File: config.mk
export PLATFORM = sky130hd
export DESIGN_NAME = bucketed_sliding_window_counter
export DESIGN_NICKNAME = d
export VERILOG_FILES = /design/src/hw/rtl/bswc_pkg.sv /design/src/hw/rtl/bswc_ram.sv /design/src/hw/rtl/bucketed_sliding_window_counter.sv
export VERILOG_INCLUDE_DIRS = /design/src /design/src/hw/rtl
export SDC_FILE = /design/constraint.sdc
export NUM_CORES = 2
export LEC_CHECK = 0
export BUFFER_PORTS_ARGS = -buffer_cell sky130_fd_sc_hd__buf_2
export CAP_MARGIN = 20
export CORE_MARGIN = 1.5
export CORE_UTILIZATION = 50
export DETAILED_ROUTE_END_ITERATION = 8
export GPL_TIMING_DRIVEN = 1
export PLACE_DENSITY = 0.65
export SLEW_MARGIN = 20
export SYNTH_ARGS = -nofsm -noshare
export SYNTH_HDL_FRONTEND = slang
export SYNTH_HIERARCHICAL = 1
export SYNTH_SLANG_ARGS = --single-unit
File: constraint.sdc
create_clock -name aclk -period 8.9 [get_ports aclk]
set_input_delay 1.335 -clock aclk [delete_from_list [all_inputs] [get_ports aclk]]
set_output_delay 1.335 -clock aclk [all_outputs]
set_load 0.1 [all_outputs]
File: src/hw/rtl/bucketed_sliding_window_counter_defines.svh
// Assertion macros shared by the sliding-window counter RTL.
// No dependencies; included by files that carry concurrent checks.
`ifndef BUCKETED_SLIDING_WINDOW_COUNTER_DEFINES_SVH
`define BUCKETED_SLIDING_WINDOW_COUNTER_DEFINES_SVH

// Condition must hold at every clock edge out of reset.
`define BSWC_ASSERT_ALWAYS(label, clk, rstn, cond) \
    label: assert property (@(posedge clk) disable iff (!rstn) (cond)) \
        else $error("invariant violated");

// Consequent must hold in the cycle after the antecedent.
`define BSWC_ASSERT_NEXT(label, clk, rstn, ante, cons) \
    label: assert property (@(posedge clk) disable iff (!rstn) (ante) |=> (cons)) \
        else $error("next-cycle check failed");

`endif

File: src/hw/rtl/bswc_pkg.sv
// Types and fixed constants for the bucketed sliding-window counter.
// No dependencies; used by the top level.
package bswc_pkg;

    localparam int CFG_W     = 7;
    localparam int EVENTS_W  = 16;
    localparam int ELAPSED_W = 16;
    localparam int TOTAL_W   = 32;

    localparam logic CMD_UPDATE = 1'b0;
    localparam logic CMD_CLEAR  = 1'b1;

    typedef struct packed {
        logic                 cmd;
        logic [EVENTS_W-1:0]  events;
        logic [ELAPSED_W-1:0] elapsed;
    } bswc_in_t;

    typedef struct packed {
        logic [TOTAL_W-1:0] total;
        logic               flushed;
    } bswc_out_t;

endpackage

File: src/hw/rtl/bswc_ram.sv
// Generic simple dual-port RAM: one write port, one read port, registered read.
// No dependencies.
module bswc_ram #(
    parameter int WIDTH = 32,
    parameter int DEPTH = 64
) (
    input  logic                     clk,
    input  logic                     we,
    input  logic [$clog2(DEPTH)-1:0] waddr,
    input  logic [WIDTH-1:0]         wdata,
    input  logic                     re,
    input  logic [$clog2(DEPTH)-1:0] raddr,
    output logic [WIDTH-1:0]         rdata
);

    logic [WIDTH-1:0] mem [DEPTH];
    logic [WIDTH-1:0] rdata_reg;

    always_ff @(posedge clk) begin
        if (we) begin
            mem[waddr] <= wdata;
        end
        if (re) begin
            rdata_reg <= mem[raddr];
        end
    end

    assign rdata = rdata_reg;

endmodule

File: src/hw/rtl/bucketed_sliding_window_counter.sv
// Channel   | Dir | Handshake          | Payload
// s_ (item) | in  | s_valid / s_ready  | bswc_in_t  {cmd, events, elapsed}
// m_ (res)  | out | m_valid / m_ready  | bswc_out_t {total, flushed}
// cfg       | in  | cfg_we             | cfg_wdata (window length)
//
// One item at a time. Clear or full flush goes straight to the result state. An update
// with elapsed e below the window length does one read-modify-write of the bucket
// RAM per elapsed unit plus one for the newest bucket, then loads its result.
// Reset or wipe needs no RAM pass: a fill count marks which buckets were written.
// A result waiting on m_ready holds in the output register; the block is free to
// take the next item, and stalls only when a second result is ready to load.
// Depends on bswc_pkg, bswc_ram and the assertion macro header.
`include "bucketed_sliding_window_counter_defines.svh"

module bucketed_sliding_window_counter #(
    parameter int MAX_BINS    = 64,
    parameter int COUNT_WIDTH = 32
) (
    input  logic                     aclk,
    input  logic                     aresetn,
    input  logic                     s_valid,
    output logic                     s_ready,
    input  bswc_pkg::bswc_in_t       s_data,
    output logic                     m_valid,
    input  logic                     m_ready,
    output bswc_pkg::bswc_out_t      m_data,
    input  logic                     cfg_we,
    input  logic [bswc_pkg::CFG_W-1:0] cfg_wdata
);
    import bswc_pkg::*;

    localparam int IDX_W   = $clog2(MAX_BINS);
    localparam int LEN_W   = $clog2(MAX_BINS + 1);
    localparam int NXT_W   = LEN_W + 1;
    localparam int CMP_W   = (LEN_W > CFG_W) ? LEN_W : CFG_W;
    localparam int WIN_RST = (MAX_BINS < 64) ? MAX_BINS : 64;

    typedef enum logic [2:0] {
        ST_IDLE,
        ST_STEP_RD,
        ST_STEP_WB,
        ST_HEAD_RD,
        ST_HEAD_WB,
        ST_DONE
    } state_t;

    state_t                  state_reg,   state_next;
    logic [LEN_W-1:0]        win_reg,     win_next;
    logic [IDX_W-1:0]        newest_reg,  newest_next;
    logic [IDX_W-1:0]        oldest_reg,  oldest_next;
    logic [LEN_W-1:0]        fill_reg,    fill_next;
    logic                    top_vld_reg, top_vld_next;
    logic [COUNT_WIDTH-1:0]  total_reg,   total_next;
    logic [IDX_W-1:0]        remain_reg,  remain_next;
    logic [EVENTS_W-1:0]     events_reg,  events_next;
    logic                    flushed_reg, flushed_next;
    logic                    m_valid_reg, m_valid_next;
    bswc_out_t               m_data_reg,  m_data_next;

    logic                    ram_we;
    logic [IDX_W-1:0]        ram_waddr;
    logic [COUNT_WIDTH-1:0]  ram_wdata;
    logic                    ram_re;
    logic [IDX_W-1:0]        ram_raddr;
    logic [COUNT_WIDTH-1:0]  ram_rdata;

    logic [CMP_W-1:0]        cfg_ext;
    logic [LEN_W-1:0]        win_cfg;
    logic [IDX_W-1:0]        win_top;
    logic [IDX_W-1:0]        newest_adv;
    logic [IDX_W-1:0]        oldest_adv;
    logic [COUNT_WIDTH-1:0]  bucket_val;

    function automatic logic [IDX_W-1:0] ring_next(
        input logic [IDX_W-1:0] p,
        input logic [LEN_W-1:0] w
    );
        logic [NXT_W-1:0] inc;
        inc = NXT_W'(p) + NXT_W'(1);
        ring_next = (inc >= NXT_W'(w)) ? '0 : IDX_W'(inc);
    endfunction

    bswc_ram #(
        .WIDTH (COUNT_WIDTH),
        .DEPTH (MAX_BINS)
    ) u_bucket_ram (
        .clk   (aclk),
        .we    (ram_we),
        .waddr (ram_waddr),
        .wdata (ram_wdata),
        .re    (ram_re),
        .raddr (ram_raddr),
        .rdata (ram_rdata)
    );

    // Window length write, clamped to 1..MAX_BINS
    always_comb begin
        cfg_ext = CMP_W'(cfg_wdata);
        if (cfg_ext == '0) begin
            win_cfg = LEN_W'(1);
        end else if (cfg_ext > CMP_W'(MAX_BINS)) begin
            win_cfg = LEN_W'(MAX_BINS);
        end else begin
            win_cfg = LEN_W'(cfg_ext);
        end
    end

    assign win_top    = IDX_W'(win_reg - LEN_W'(1));
    assign newest_adv = ring_next(newest_reg, win_reg);
    assign oldest_adv = ring_next(oldest_reg, win_reg);

    // Buckets below the fill count, and the top bucket once written, hold real data;
    // anything else is stale from before the last wipe and reads as zero.
    always_comb begin
        logic [IDX_W-1:0] addr;
        addr = (state_reg == ST_HEAD_WB) ? newest_reg : oldest_reg;
        if ((LEN_W'(addr) < fill_reg) || (top_vld_reg && addr == win_top)) begin
            bucket_val = ram_rdata;
        end else begin
            bucket_val = '0;
        end
    end

    assign s_ready = (state_reg == ST_IDLE) && !cfg_we;

    always_comb begin
        state_next   = state_reg;
        win_next     = win_reg;
        newest_next  = newest_reg;
        oldest_next  = oldest_reg;
        fill_next    = fill_reg;
        top_vld_next = top_vld_reg;
        total_next   = total_reg;
        remain_next  = remain_reg;
        events_next  = events_reg;
        flushed_next = flushed_reg;
        m_valid_next = m_valid_reg && !m_ready;
        m_data_next  = m_data_reg;
        ram_we       = 1'b0;
        ram_waddr    = oldest_reg;
        ram_wdata    = '0;
        ram_re       = 1'b0;
        ram_raddr    = oldest_reg;

        unique case (state_reg)
            ST_IDLE: begin
                if (cfg_we) begin
                    win_next     = win_cfg;
                    newest_next  = IDX_W'(win_cfg - LEN_W'(1));
                    oldest_next  = '0;
                    fill_next    = '0;
                    top_vld_next = 1'b0;
                    total_next   = '0;
                end else if (s_valid) begin
                    events_next  = s_data.events;
                    flushed_next = 1'b0;
                    if (s_data.cmd == CMD_CLEAR) begin
                        newest_next  = win_top;
                        oldest_next  = '0;
                        fill_next    = '0;
                        top_vld_next = 1'b0;
                        total_next   = '0;
                        flushed_next = 1'b1;
                        state_next   = ST_DONE;
                    end else if (s_data.elapsed >= ELAPSED_W'(win_reg)) begin
                        // full flush: only the newest bucket keeps data
                        newest_next  = win_top;
                        oldest_next  = '0;
                        fill_next    = '0;
                        top_vld_next = 1'b1;
                        total_next   = COUNT_WIDTH'(s_data.events);
                        ram_we       = 1'b1;
                        ram_waddr    = win_top;
                        ram_wdata    = COUNT_WIDTH'(s_data.events);
                        flushed_next = 1'b1;
                        state_next   = ST_DONE;
                    end else if (s_data.elapsed == '0) begin
                        state_next = ST_HEAD_RD;
                    end else begin
                        remain_next = IDX_W'(s_data.elapsed);
                        state_next  = ST_STEP_RD;
                    end
                end
            end
            ST_STEP_RD: begin
                ram_re     = 1'b1;
                ram_raddr  = oldest_reg;
                state_next = ST_STEP_WB;
            end
            ST_STEP_WB: begin
                // retire the oldest bucket and advance the ring
                total_next  = total_reg - bucket_val;
                ram_we      = 1'b1;
                ram_waddr   = oldest_reg;
                ram_wdata   = '0;
                if (oldest_reg == win_top) begin
                    top_vld_next = 1'b1;
                end
                if (fill_reg != win_reg) begin
                    fill_next = fill_reg + LEN_W'(1);
                end
                oldest_next = oldest_adv;
                newest_next = newest_adv;
                remain_next = remain_reg - IDX_W'(1);
                state_next  = (remain_reg == IDX_W'(1)) ? ST_HEAD_RD : ST_STEP_RD;
            end
            ST_HEAD_RD: begin
                ram_re     = 1'b1;
                ram_raddr  = newest_reg;
                state_next = ST_HEAD_WB;
            end
            ST_HEAD_WB: begin
                ram_we     = 1'b1;
                ram_waddr  = newest_reg;
                ram_wdata  = bucket_val + COUNT_WIDTH'(events_reg);
                total_next = total_reg + COUNT_WIDTH'(events_reg);
                if (newest_reg == win_top) begin
                    top_vld_next = 1'b1;
                end
                state_next = ST_DONE;
            end
            ST_DONE: begin
                if (!m_valid_reg || m_ready) begin
                    m_data_next.total   = TOTAL_W'(total_reg);
                    m_data_next.flushed = flushed_reg;
                    m_valid_next        = 1'b1;
                    state_next          = ST_IDLE;
                end
            end
            default: begin
                state_next = ST_IDLE;
            end
        endcase
    end

    always_ff @(posedge aclk) begin
        remain_reg  <= remain_next;
        events_reg  <= events_next;
        flushed_reg <= flushed_next;
        m_data_reg  <= m_data_next;
        if (!aresetn) begin
            state_reg   <= ST_IDLE;
            win_reg     <= LEN_W'(WIN_RST);
            newest_reg  <= IDX_W'(WIN_RST - 1);
            oldest_reg  <= '0;
            fill_reg    <= '0;
            top_vld_reg <= 1'b0;
            total_reg   <= '0;
            m_valid_reg <= 1'b0;
        end else begin
            state_reg   <= state_next;
            win_reg     <= win_next;
            newest_reg  <= newest_next;
            oldest_reg  <= oldest_next;
            fill_reg    <= fill_next;
            top_vld_reg <= top_vld_next;
            total_reg   <= total_next;
            m_valid_reg <= m_valid_next;
        end
    end

    assign m_valid = m_valid_reg;
    assign m_data  = m_data_reg;

    // oldest bucket always sits one step past the newest on the ring
    `BSWC_ASSERT_ALWAYS(a_ring_ptrs, aclk, aresetn, oldest_reg == newest_adv)
    // fill count bounded by the window
    `BSWC_ASSERT_ALWAYS(a_fill_win, aclk, aresetn, fill_reg <= win_reg)
    // window in 1..MAX_BINS
    `BSWC_ASSERT_ALWAYS(a_win_ok, aclk, aresetn, win_reg != '0 && (win_reg <= LEN_W'(MAX_BINS)))
    // one item in flight: no back-to-back transfer on the input
    `BSWC_ASSERT_NEXT(a_one_item, aclk, aresetn, s_valid && s_ready, !s_ready)

endmodule

==> flow_summary_export.csv <==
group,metric,value,unit
run_status,status,"finished clean",
global_route,grt_pass1_wl,339000,um
pwr,p_leak,0.0313,uW
floorplan,core_area,176000,um2
clock_network,clkTransAtPathRegs,0.06,ns
clock_network,h-tree-depth,4,
routing,drtPass1Iterations,6,
synthesis,post-synth-top-count-cell,"edfxtp_1",
timing,drv_slew,0,
synthesis,syn_avg_cell_area,18.8,um2
routing,drtIter0Drc,6543,
clock_network,postCtsSetupBuffers,0,
critical_path,cp.required,9.66,ns
timing,fin_crit_sh,0.862,
place,gp_congestion,0.875,
routing,post_drt_wl_per_cell,31.5,um
hold_path,hold_class,"register to register",
timing,setup_slack,1.23,ns
place,dpl.hpwl,142000,um
clock_network,cts.path.max_buffers,3,
clock_network,cts_resized,0,
pwr,ir_drop,0.165,mV
critical_path,crit_type,"register to register",
floorplan,fp.dieW,425,um
hold_path,min_path_cells,0,
critical_path,r2r_cells,22,
routing,drt-total-wl,236000,um
floorplan,dieArea,181000,um2
synthesis,async_reset_ff_frac,0,
floorplan,start_util,0.505,
global_route,antenna_found_initial,16,
clock_network,cts_buffers,212,
timing,fmax,0.130,GHz
clock_network,clk_latency,0.88,ns
timing,grt_setup_unrepaired,"false",
synthesis,syn_area,89100,um2
cells_and_area,fin_nets,5085,
routing,drc_errors,0,
global_route,grt_start_max_net_pins,104,
pwr,cellPowerDensity,244,nW/um2
timing,skew,0.0375,ns
timing,final.setup.tns,0,ns
routing,postRouteAntennaNets,0,
timing,finalSetupViolCount,0,
global_route,first_global_vias,47100,
floorplan,die_h,425,um
floorplan,num_rows,154,
critical_path,startpoint_type,"register",
place,place_ws,1.35,ns
synthesis,synth.distinct_cells,84,
cells_and_area,fill_cells,13000,
clock_network,root_buffer,"clkbuf_16",
clock_network,cts.sinks,2199,
critical_path,worstPathArrival,8.43,ns
place,port_buffers,79,
synthesis,synth_cells,4748,
synthesis,ys_warn_count,6,
timing,tightest_slew,1.23,ns
synthesis,synth-seq-cells,2199,
synthesis,ys.flop_type,"edfxtp_1",
routing,vias,48100,
cells_and_area,largest_register_ffs,2048,
timing,hold_viol_final,0,
clock_network,postCtsHoldBufs,0,
critical_path,endpoint_kind,"register",
routing,via_per_inst,6.41,
floorplan,boundaryPins,80,
synthesis,synth_nets,4878,
flow_run,max_cap_violations,0,
critical_path,cp_max_fo,30,
critical_path,r2r_slack,1.23,ns
global_route,overflow,0,
global_route,grt.total_usage,0.263,
clock_network,cts_tree,"built",
timing,max-slew-margin-rel,0.167,
synthesis,synthTopCellsByArea,"edfxtp_1 72%, mux4_2 11%, mux2i_1 1.5%, dfxtp_1 1.4%, ha_1 1.2%",
synthesis,seq_area_frac_synth,0.734,
synthesis,yosysTopAreaCell,"edfxtp_1",
synthesis,synth_top_area_frac,0.720,
cells_and_area,drive_gt1_frac,0.232,
timing,period_minus_slack,7.67,ns
synthesis,synth_commonest_cells,"2136 x edfxtp_1, 446 x mux4_2, 194 x nor2_1",
synthesis,synth-edff-count,2136,
cells_and_area,syn2layout_area_growth,13.1,%
-- layout by cell type (no fill, tap or decap), types with 14 or more instances in the layout --
cell type and instances:
nor2_4 77, edfxtp_1 2136, nand2_1 192, nor2_1 115, and3_1 22, nor2b_1 33
mux2_2 26, mux4_2 446, a211oi_1 22, o31ai_1 16, o21ai_0 101, nor3_1 30
clkinv_1 51, nand2b_1 34, xnor2_1 45, buf_12 27, inv_1 29, ha_1 83
clkbuf_16 215, o221ai_1 46, clkbuf_1 42, or2_2 14, dfxtp_1 63, a22oi_1 82
mux2i_1 136, buf_2 79, nand4_1 57, diode_2 24, o22ai_1 69, a31oi_1 36
nand3_1 113, buf_4 148, and2_1 29, bufinv_16 21, a21o_1 33, a21oi_1 90
xor2_1 56, nor3b_1 16, clkinv_2 39
-- final timing paths --
kind / startpoint / endpoint
min: flushed_reg / m_data[0]
max reg2reg: state_reg[0] / total_reg[30]
min reg2reg: flushed_reg / m_data[0]
max: state_reg[0] / total_reg[30]
-- stage by stage --
stage	hold WS, ns	std cells	utilization	area (um2)	power [uW]
floorplan	0.400	4748	-	89100	14600
global placement	0.403	7059	0.528	93300	15700
detailed placement	0.407	7073	0.530	93600	15800
CTS	0.422	7469	0.570	101000	24700
global route	0.423	7492	0.571	101000	25400
finish	0.423	7501	0.571	101000	24600
-- metal layers --
metal,up-vias,global-route usage,part of all wire
met1,25300,0.375,0.40
met2,2445,0.400,0.46
li1,20000,-,-
met3,394,0.0618,0.10
met4,4,0.0961,0.035
met5,-,0,0.00010
-- cell families (layout without fill, tap and decap cells) --
family | count (synthesis) | count (layout) | synth area share
other | 0 | 24 | 0
adder cells (fa/ha/maj) | 85 | 85 | 0.0121
XOR/XNOR | 105 | 105 | 0.0107
multiplexers | 614 | 614 | 0.132
AO/OA/AOI/OAI | 628 | 628 | 0.0482
AND/OR/NAND/NOR | 813 | 813 | 0.0454
flip-flops | 2199 | 2199 | 0.734
buffers and inverters | 304 | 693 | 0.0174
-- where the power goes --
part           internal (uW)  switching (uW)
clock                   5050            3890
sequential             12000             151
combinational           1090            2360
-- critical path: stages (launching register included) --
cell and delay, ns:
dfxtp_1 0.59, or3b_4 0.71, mux2_2 0.44, ha_1 0.27, o21a_1 0.18, o21a_1 0.17
o22ai_1 0.27, a311o_1 0.69, nand2_1 0.20, ha_1 0.47, xnor2_1 0.23, nand2_1 0.09
nand2_1 0.07, ha_1 0.34, a21oi_1 0.08, o21ai_0 0.38, a21oi_1 0.18, o31ai_1 0.66
a311oi_1 0.21, o21ai_0 0.61, a31oi_1 0.23, mux2i_1 0.16, a221o_1 0.32
-- final cells by class --
class | count | area (um2) | share of cell area
inverter | 32 | 120 | 0.00119
antenna | 24 | 60.1 | 0.000596
sequential | 2199 | 65400 | 0.649
timing repair buffer | 265 | 2350 | 0.0233
clock buffer | 257 | 5540 | 0.0549
tap | 2340 | 2930 | 0.0290
multi-input combinational | 2245 | 23000 | 0.228
clock inverter | 139 | 1380 | 0.0137
(Power assumes the default switching activity.)
